===== config.mk =====
export PLATFORM = sky130hd
export DESIGN_NAME = sorted_list_engine_top_flat
export DESIGN_NICKNAME = d
export VERILOG_FILES = /design/src/rtl/slc_pkg.sv /design/src/rtl/slc_if.sv /design/src/rtl/sorted_list_engine_top.sv /design/src/rtl/slc_cell.sv /design/src/flat_wrapper.sv
export SDC_FILE = /design/constraint.sdc
export NUM_CORES = 2
export LEC_CHECK = 0
export ABC_CLOCK_PERIOD_IN_PS = 12600
export BUFFER_PORTS_ARGS = -buffer_cell sky130_fd_sc_hd__buf_4
export CAP_MARGIN = 25
export CORE_MARGIN = 3
export CORE_UTILIZATION = 30
export CTS_CLUSTER_SIZE = 16
export DETAILED_ROUTE_END_ITERATION = 10
export HOLD_SLACK_MARGIN = 0.12
export SLEW_MARGIN = 20
export SYNTH_ARGS = -nofsm -noshare
export SYNTH_HDL_FRONTEND = slang
export SYNTH_SLANG_ARGS = --single-unit

===== constraint.sdc =====
create_clock -name clk -period 12.6 [get_ports clk]
set_input_delay 0.63 -clock clk [delete_from_list [all_inputs] [get_ports clk]]
set_output_delay 0.63 -clock clk [all_outputs]
set_load 0.02 [all_outputs]

===== src/rtl/slc_pkg.sv =====
// Package for the sorted list engine: field widths, operation and status
// codes, and the structs that pass between the top level and the cells.
// No dependencies.
package slc_pkg;

    localparam int VAL_W        = 32;
    localparam int OP_W         = 2;
    localparam int STATUS_W     = 2;
    localparam int POS_W        = 4;
    localparam int CNT_W        = 5;
    localparam int CAPACITY_DEF = 16;

    // operation codes
    localparam logic [OP_W-1:0] OP_INSERT = 2'd0;
    localparam logic [OP_W-1:0] OP_REMOVE = 2'd1;
    localparam logic [OP_W-1:0] OP_FIND   = 2'd2;

    // result status codes
    localparam logic [STATUS_W-1:0] ST_OK     = 2'd0;
    localparam logic [STATUS_W-1:0] ST_ABSENT = 2'd1;
    localparam logic [STATUS_W-1:0] ST_FULL   = 2'd2;

    // command broadcast to every cell
    typedef struct packed {
        logic                    ins_en;  // accepted insert into a non-full list
        logic                    rem_en;  // accepted remove of a present value
        logic signed [VAL_W-1:0] key;
    } slc_cmd_t;

    // what a cell shows its neighbors and the top level
    typedef struct packed {
        logic signed [VAL_W-1:0] value;
        logic                    valid;
        logic                    le;      // valid and value <= key
        logic                    eq;      // valid and value == key
    } slc_link_t;

endpackage


===== src/rtl/slc_if.sv =====
// Handshake interfaces for the request and response channels.
// Depends on slc_pkg.
interface slc_req_if;
    logic                            valid;
    logic                            ready;
    logic [slc_pkg::OP_W-1:0]        op;
    logic signed [slc_pkg::VAL_W-1:0] value;

    modport source (output valid, output op, output value, input ready);
    modport sink   (input valid, input op, input value, output ready);
endinterface

interface slc_rsp_if;
    logic                         valid;
    logic                         ready;
    logic [slc_pkg::STATUS_W-1:0] status;
    logic [slc_pkg::POS_W-1:0]    position;
    logic [slc_pkg::CNT_W-1:0]    count;
    logic                         empty_res;

    modport source (output valid, output status, output position, output count,
                    output empty_res, input ready);
    modport sink   (input valid, input status, input position, input count,
                    input empty_res, output ready);
endinterface


===== src/rtl/sorted_list_engine_top.sv =====
// Top level of the sorted list engine: a chain of compare-and-shift cells,
// the entry counter, the position encoder and the response register.
// Depends on slc_pkg, slc_if and slc_cell.
//
// Usage
//   req carries one operation per beat: op (insert, remove first equal,
//   find) and a signed 32-bit value. rsp returns exactly one beat per
//   request with status, position, count and empty_res.
//   Every cell compares its entry against the request value in the same
//   cycle and shifts toward its neighbor, so a request is finished in the
//   cycle it is accepted. The response is registered and valid in the cycle
//   after the request beat, and throughput is one request per cycle for any
//   CAPACITY while the receiver takes each response; the cycle time is set
//   by the key compare plus the found/position reduction across the chain.
//   req.ready is high while the response register is empty or being drained,
//   so a stalled receiver holds the response and blocks new requests.
//   Reset empties the list (all cell valid bits and the count clear) and
//   drops any pending response; no sweep is needed afterwards.
module sorted_list_engine_top #(
    parameter int CAPACITY = slc_pkg::CAPACITY_DEF
) (
    input  logic clk,
    input  logic rst_n,
    slc_req_if.sink   req,
    slc_rsp_if.source rsp
);
    import slc_pkg::*;

    localparam int CW = $clog2(CAPACITY + 1);
    localparam int IW = $clog2(CAPACITY);

    slc_link_t              links [CAPACITY];
    logic [CAPACITY-1:0]    site_vec;
    logic [CAPACITY-1:0]    hit_vec;
    slc_cmd_t               cmd;

    logic [CW-1:0]          count_reg;
    logic [CW-1:0]          count_next;
    logic                   accept;
    logic                   full;
    logic                   found;
    logic [IW-1:0]          site_idx;
    logic [IW-1:0]          hit_idx;

    logic                   rsp_valid_reg;
    logic [STATUS_W-1:0]    status_reg;
    logic [STATUS_W-1:0]    status_next;
    logic [POS_W-1:0]       position_reg;
    logic [POS_W-1:0]       position_next;
    logic [IW-1:0]          pos_idx;
    logic [31:0]            pos_wide;
    logic [31:0]            cnt_wide;

    // handshake and broadcast command
    assign accept  = req.valid && req.ready;
    assign full    = (count_reg == CW'(CAPACITY));
    assign found   = |hit_vec;
    assign cmd.key    = req.value;
    assign cmd.ins_en = accept && (req.op == OP_INSERT) && !full;
    assign cmd.rem_en = accept && (req.op == OP_REMOVE) && found;

    // cell chain
    for (genvar i = 0; i < CAPACITY; i++)
    begin : g_cell
        slc_link_t left_l;
        slc_link_t right_l;

        if (i == 0)
        begin : g_head
            assign left_l = '{value: '0, valid: 1'b1, le: 1'b1, eq: 1'b0};
        end
        else
        begin : g_left
            assign left_l = links[i-1];
        end

        if (i == CAPACITY - 1)
        begin : g_tail
            assign right_l = '{value: '0, valid: 1'b0, le: 1'b0, eq: 1'b0};
        end
        else
        begin : g_right
            assign right_l = links[i+1];
        end

        slc_cell u_cell (
            .clk        (clk),
            .rst_n      (rst_n),
            .cmd        (cmd),
            .left_link  (left_l),
            .right_link (right_l),
            .link       (links[i]),
            .ins_site   (site_vec[i]),
            .first_hit  (hit_vec[i])
        );
    end

    // one-hot to index encoders
    always_comb
    begin
        site_idx = '0;
        hit_idx  = '0;
        for (int i = 0; i < CAPACITY; i++)
        begin
            if (site_vec[i])
            begin
                site_idx = site_idx | IW'(i);
            end
            if (hit_vec[i])
            begin
                hit_idx = hit_idx | IW'(i);
            end
        end
    end

    // result and next count
    always_comb
    begin
        status_next = ST_ABSENT;
        pos_idx     = '0;
        count_next  = count_reg;
        case (req.op)
            OP_INSERT:
            begin
                if (full)
                begin
                    status_next = ST_FULL;
                end
                else
                begin
                    status_next = ST_OK;
                    pos_idx     = site_idx;
                    count_next  = count_reg + CW'(1);
                end
            end
            OP_REMOVE:
            begin
                if (found)
                begin
                    status_next = ST_OK;
                    pos_idx     = hit_idx;
                    count_next  = count_reg - CW'(1);
                end
            end
            OP_FIND:
            begin
                if (found)
                begin
                    status_next = ST_OK;
                    pos_idx     = hit_idx;
                end
            end
            default:
            begin
                status_next = ST_ABSENT;
            end
        endcase
        pos_wide      = 32'(pos_idx);
        position_next = pos_wide[POS_W-1:0];
    end

    // entry counter and response valid
    always_ff @(posedge clk or negedge rst_n)
    begin
        if (!rst_n)
        begin
            count_reg     <= '0;
            rsp_valid_reg <= 1'b0;
        end
        else
        begin
            if (accept)
            begin
                count_reg <= count_next;
            end
            if (accept)
            begin
                rsp_valid_reg <= 1'b1;
            end
            else if (rsp.ready)
            begin
                rsp_valid_reg <= 1'b0;
            end
        end
    end

    // response payload
    always_ff @(posedge clk)
    begin
        if (accept)
        begin
            status_reg   <= status_next;
            position_reg <= position_next;
        end
    end

    assign req.ready     = !rsp_valid_reg || rsp.ready;
    assign cnt_wide      = 32'(count_reg);
    assign rsp.valid     = rsp_valid_reg;
    assign rsp.status    = status_reg;
    assign rsp.position  = position_reg;
    assign rsp.count     = cnt_wide[CNT_W-1:0];
    assign rsp.empty_res = (count_reg == '0);

    // checks
    a_count_bound: assert property (@(posedge clk) disable iff (!rst_n)
        count_reg <= CW'(CAPACITY))
        else $error("entry count above capacity");

    a_hit_onehot: assert property (@(posedge clk) disable iff (!rst_n)
        $onehot0(hit_vec))
        else $error("more than one first-equal cell");

    a_site_onehot: assert property (@(posedge clk) disable iff (!rst_n)
        $onehot0(site_vec))
        else $error("more than one insert site");

    a_insert_count: assert property (@(posedge clk) disable iff (!rst_n)
        cmd.ins_en |=> (count_reg == $past(count_reg) + CW'(1)) && rsp.valid
            && (rsp.status == ST_OK))
        else $error("insert did not grow the list");

endmodule


===== src/rtl/slc_cell.sv =====
// One storage cell of the sorted list: holds one entry, compares it with the
// broadcast key and shifts in from its left or right neighbor.
// Depends on slc_pkg.
module slc_cell (
    input  logic               clk,
    input  logic               rst_n,
    input  slc_pkg::slc_cmd_t  cmd,
    input  slc_pkg::slc_link_t left_link,   // tie le high at the head
    input  slc_pkg::slc_link_t right_link,  // tie valid low at the tail
    output slc_pkg::slc_link_t link,
    output logic               ins_site,
    output logic               first_hit
);
    import slc_pkg::*;

    logic signed [VAL_W-1:0] value_reg;
    logic signed [VAL_W-1:0] value_next;
    logic                    valid_reg;
    logic                    valid_next;
    logic                    ge;

    // compares against the broadcast key
    always_comb
    begin
        link.value = value_reg;
        link.valid = valid_reg;
        link.le    = valid_reg && (value_reg <= cmd.key);
        link.eq    = valid_reg && (value_reg == cmd.key);
        ge         = valid_reg && !(value_reg < cmd.key);
        ins_site   = left_link.le && !link.le;
        first_hit  = link.eq && !left_link.eq;
    end

    // insert shifts right past the site, remove shifts left from the hit
    always_comb
    begin
        value_next = value_reg;
        valid_next = valid_reg;
        if (cmd.ins_en)
        begin
            if (!left_link.le)
            begin
                value_next = left_link.value;
                valid_next = left_link.valid;
            end
            else if (!link.le)
            begin
                value_next = cmd.key;
                valid_next = 1'b1;
            end
        end
        else if (cmd.rem_en && ge)
        begin
            value_next = right_link.value;
            valid_next = right_link.valid;
        end
    end

    always_ff @(posedge clk or negedge rst_n)
    begin
        if (!rst_n)
        begin
            valid_reg <= 1'b0;
        end
        else
        begin
            valid_reg <= valid_next;
        end
    end

    always_ff @(posedge clk)
    begin
        value_reg <= value_next;
    end

endmodule

===== src/flat_wrapper.sv =====
// flat-port wrapper written by rule: the top's interface ports become plain ports
module sorted_list_engine_top_flat import slc_pkg::*;
#(
    parameter int CAPACITY = slc_pkg::CAPACITY_DEF
)
  (clk, rst_n, req_valid, req_op, req_value, req_ready, rsp_valid, rsp_status, rsp_position, rsp_count, rsp_empty_res, rsp_ready);
  slc_req_if req_i ();
  slc_rsp_if rsp_i ();
  input  logic clk;
  input  logic rst_n;
  input wire logic [$bits(req_i.valid)-1:0] req_valid;
  input wire logic [$bits(req_i.op)-1:0] req_op;
  input wire logic [$bits(req_i.value)-1:0] req_value;
  output wire logic [$bits(req_i.ready)-1:0] req_ready;
  output wire logic [$bits(rsp_i.valid)-1:0] rsp_valid;
  output wire logic [$bits(rsp_i.status)-1:0] rsp_status;
  output wire logic [$bits(rsp_i.position)-1:0] rsp_position;
  output wire logic [$bits(rsp_i.count)-1:0] rsp_count;
  output wire logic [$bits(rsp_i.empty_res)-1:0] rsp_empty_res;
  input wire logic [$bits(rsp_i.ready)-1:0] rsp_ready;
  assign req_i.valid = req_valid;
  assign req_i.op = req_op;
  assign req_i.value = req_value;
  assign req_ready = req_i.ready;
  assign rsp_valid = rsp_i.valid;
  assign rsp_status = rsp_i.status;
  assign rsp_position = rsp_i.position;
  assign rsp_count = rsp_i.count;
  assign rsp_empty_res = rsp_i.empty_res;
  assign rsp_i.ready = rsp_ready;
  sorted_list_engine_top #(.CAPACITY(CAPACITY)) u_core (.clk(clk), .rst_n(rst_n), .req(req_i), .rsp(rsp_i));
endmodule

* Yosys cells after proc, flatten, opt, wreduce, memory -nomap -nowiden
Cells that the tools add are included.
** Storage, ports and cells
- Register bits after elaboration :: 540
- Input port bits :: 38
- Output and inout bits :: 14
- Word-level logic and storage cells :: 461
** Operators by class
- $add $sub $neg :: 2
- $lt $le $gt $ge :: 32
- Equal/unequal tests :: 37
- Mux-type cells :: 167
- Reduce and logical (&&, ||, !) cells :: 187
** Operator list (count)
- $mux 32 :: 63
- $eq 32x32->1 :: 16
- $le 32x32->1 :: 16
- $lt 32x32->1 :: 16
- $logic_and 1x1->1 :: 99
- $mux 4 :: 18
- $mux 1 :: 68
- $logic_not 1->1 :: 48
- $ne 3x3->1 const B :: 15
- $reduce_bool 2->1 :: 18
- $reduce_and 2->1 :: 16
- $mux 3 :: 8
- $reduce_or 16->1 :: 1
- $mux 2 :: 5
- $mux 5 :: 2
- $pmux 5 s2 :: 1
- $pmux 4 s2 :: 1
- $add 5x1->5 const B :: 1
- $eq 5x5->1 const B :: 1
- $logic_not 5->1 :: 1
- $sub 5x1->5 const B :: 1
- $ne 2x2->1 const B :: 2
- $pmux 2 s2 :: 1
- $reduce_and 4->1 :: 1
- 6 further kinds :: 6

* Longest topological paths before layout
- Depth in word-level cells :: 21
- Mapped depth :: 15
- Mapped depth without buffers :: 12

* Modules after synthesis
From an unflattened synthesis, not the netlist that was laid out.
** Unflattened totals
- Cells, all modules :: 4535
- Area total of the unflattened synthesis :: 42045.3 um^2
** Modules (own cells, without submodules)
- slc_cell :: times used 16, cells each 278, area an instance 2571.2 um^2, sequential area each 985.9 um^2
- sorted_list_engine_top :: times used 1, cells each 87, area an instance 905.9 um^2, sequential area each 330.3 um^2

* Worst setup path after synthesis
Ideal clock, no wire load.
- Path type :: input -> register
- Start :: input req_value[31]
- End :: register u_core.g_cell[4].u_cell.valid_reg
- Setup time :: 0.283 ns
- Arrival time :: 6.322 ns
- Data required time :: 12.317 ns
- Path slack :: 5.995 ns
- Cell stages on the path :: 13
- Buffers on the path :: 1
- Cells stage by stage :: clkbuf_1 -> clkinv_1 -> ha_1 -> nand4_1 -> or4_1 -> nor4_4 -> mux2i_1 -> a32o_1 -> nand2_1 -> or4_4 -> nand2_1 -> o31ai_1 -> a32oi_1
** Between the ends
- Cells in the longest elaborated chain, start to end :: 9
- Elaborated cells on any way between the ends :: 77
- Classes of those cells :: order compare (3); eq/ne (17); mux (2); reduce/logical (55)
** RTL lines
- from (decl) :: line flat_wrapper.sv:13 : input wire logic [$bits(req_i.value)-1:0] req_value;
- parallel branches: the longest is 9 deep, another holds $lt 32x32->1
- to (signal assigned) :: line slc_cell.sv:67 : valid_reg <= valid_next;
- to (decl) :: line slc_cell.sv:18 : logic valid_reg;
Parallel ways; which one is timed is not known.
A chain may end at the register's enable or synchronous reset.

* Worst setup path after layout
- Start :: input req_value[31]
- End :: register u_core.g_cell[5].u_cell.value_reg[5] (enable)
** Between the ends
- Cells in the longest elaborated chain, start to end :: 9
- Elaborated cells on any way between the ends :: 75
- Classes of those cells :: order compare (3); eq/ne (17); reduce/logical (55)
** RTL lines
- parallel branches: the longest is 8 deep, another holds $lt 32x32->1
- $reduce_and 2->1 (no source line) *
- to (signal assigned) :: line slc_cell.sv:73 : value_reg <= value_next;
- to (decl) :: line slc_cell.sv:16 : logic signed [VAL_W-1:0] value_reg;
Mark *: on every way between the ends.

==> flow_metrics.tcl <==
set metrics [dict create \
    synth_nets 4788 \
    finalMaxSlewViolations 0 \
    globalRouteOverflowTotal 0 \
    yosysSeqAreaShare_pct 41.27 \
    peakVddDrop_mv 0.09846 \
    endpoint_kind "register" \
    ys.flop_type "edfxtp_1" \
    crit_slowest_cell "o31ai_4" \
    crit_top_cell "buf_4" \
    hold_class "input pin to register" \
    synth_commonest_cells "nand2_1 (728), edfxtp_1 (518), ha_1 (518), o21ai_0 (501), a21oi_1 (425)" \
    final_cell_area_um2 43570 \
    wl_per_cell_um 20.56 \
    fin_crit_sh_pct 46.94 \
    path_max_fanout 23 \
    fin_util_pct 33.95 \
    hold_violations 0 \
    antenna_found_initial 6 \
    async_flop_share_pct 4.074 \
    vias 32740 \
    setup_ws_ns 6.686 \
    yosysUniqueCellTypes 85 \
    synth_edf_count 518 \
    setup_viol 0 \
    cp.arrival_ns 6.22 \
    worstPathRequired_ns 12.90 \
    die_area_um2 134400 \
    place_ws_ns 6.008 \
    clk_latency_ns 0.63 \
    synth_top_area_share_pct 39.86 \
    outcome "complete, no violations" \
    cts-buffers-inserted 68 \
    start_util_pct 30.40 \
    path_cells "buf_4 > clkinv_1 > ha_1 > nand3_1 > or4_1 > or4b_1 > nand2b_1 > o2111ai_1 > o41a_1 > a22oi_1 > o31ai_4 > buf_4" \
    die_h_um 366.7 \
    maxCapViolations 0 \
    core_area_um2 128300 \
    synth_most_common_cell "nand2_1" \
    fp-row-count 131 \
    viasPerCell 5.482 \
    cts_tree "done" \
    ant_nets 0 \
    wl_mm 122.8 \
    drt_iter0_drc 2949 \
    final_nets 4745 \
    grt_pass1_wl_mm 186.7 \
    place_congestion 0.9053 \
    synth-seq-cells 540 \
    rsz0062_at_grt "no" \
    drive_above_1_share_pct 5.849 \
    p_leak_nw 18.18 \
    grt_usage_pct 17.48 \
    fmax_mhz 169.1 \
    drcViolationCount 0 \
    synth_area_um2 39020 \
    grt_max_degree 116 \
    power_mw 5.589 \
    syn_area_per_cell_um2 9.223 \
    first_pass_iters 6 \
    cts_root_buf "clkbuf_16" \
    r2r_setup_slack_ns 7.52 \
    critPathKind "input pin to register" \
    ios 52 \
    synthToLayoutAreaGrowth_pct 11.67 \
    clkTransAtPathRegs_ns 0.06 \
    crit_family "compound AO/OA/AOI/OAI gates" \
    slowest_delay_ns 0.82 \
    chipWidth_um 366.7 \
    htree_levels 3 \
    ys_warn_count 0 \
    tightest_slew_ns 1.083 \
    largest_reg_flops 512 \
    grt_pass1_vias 31260 \
    cp-start-kind "input pin" \
    synthCells 4231 \
    critical_path_buf_inv_count 3 \
    synth_top_area_cell "edfxtp_1" \
    io_buffers 51 \
    dp.final_hpwl_mm 91.38 \
    finalCriticalPeriod_ns 5.914 \
    clock_skew_ns 0.02456 \
    max_slew_margin_pct 26.85 \
    clk_path_buf_depth 3 \
    placed_area_um2 41380 \
    synth.area.top_cells "edfxtp_1 (40%), ha_1 (17%), nand2_1 (7.0%)" \
    ctsResizeCount 0 \
    p_per_area_nw_per_um2 128.3 \
    cts.sinks 540 \
    finalSetupTns_ns 0 \
]
==> power breakdown <==
group / total [mW] / leakage (nW) / internal, mW / switching (mW)
logic: 1.42 / 12.2 / 0.497 / 0.923
clock network: 1.94 / 1.03 / 1.12 / 0.818
registers: 2.23 / 4.97 / 2.11 / 0.120
==> per-layer routing <==
layer	GRT usage, %	part of all wire (%)
met5	0	0.047
met4	5.145	2.7
met3	3.088	6.4
met2	28.07	46
met1	23.97	45
==> cell families after synthesis <==
logic type / Yosys count / share of synthesized area [%]
AOI/OAI and AO/OA: 1219 / 17.76
xor gates and xnor gates: 6 / 0.1347
adders and majority gates: 519 / 16.66
buffers and inverters: 334 / 3.290
DFF: 540 / 41.27
muxes: 206 / 5.287
and+or+nand+nor: 1407 / 15.59
==> area by class of cell <==
type                       count  area (um^2)
sequential                   540        16110
clock buffer                  93         1869
fill                       13150        84770
multi-input combinational   3357        21820
antenna                        2        5.005
tap                         1729         2163
clock inverter                29        254.0
timing repair buffer         120        980.9
inverter                     101        379.1
==> path summary, 6_finish.rpt <==
kind                                                         to  depth (start not counted)                                   start
min in group asynchronous     u_core.g_cell[7].u_cell.valid_reg                          2                                   rst_n
max in group asynchronous     u_core.g_cell[6].u_cell.valid_reg                          2                                   rst_n
setup / recovery           u_core.g_cell[5].u_cell.value_reg[5]                         12                           req_value[31]
hold reg to reg                             u_core.rsp.count[4]                          1                     u_core.rsp.count[4]
setup reg to reg           u_core.g_cell[5].u_cell.value_reg[5]                         10  u_core.g_cell[15].u_cell.value_reg[27]
hold / removal                                 u_core.rsp.valid                          2                               req_valid
==> cell usage in the layout, fill, tap and decap left out, drive strengths merged, types with 55 or more instances in the layout <==
cell type,count
ha,518
clkinv,55
nand2,728
nand4,108
o21ai,501
nor2,329
buf,118
clkbuf,94
a21oi,428
mux2i,205
edfxtp,518
nand3,69
a21o,65
a31oi,73
inv,71
==> per-stage QoR <==
stage / instances / hold slack (ns)
floorplan: 4231 / 0.3344
global placement: 5842 / 0.5004
detailed placement: 5844 / 0.5091
CTS: 5967 / 0.1906
global route: 5969 / 0.2054
finish: 5971 / 0.2265
==> repair_timing <==
action                                 CTS  global route
endpoints found under the hold margin   22             0
buffers inserted                         0             0
hold buffers                             1             0
Power figures use the tool's default switching activity.
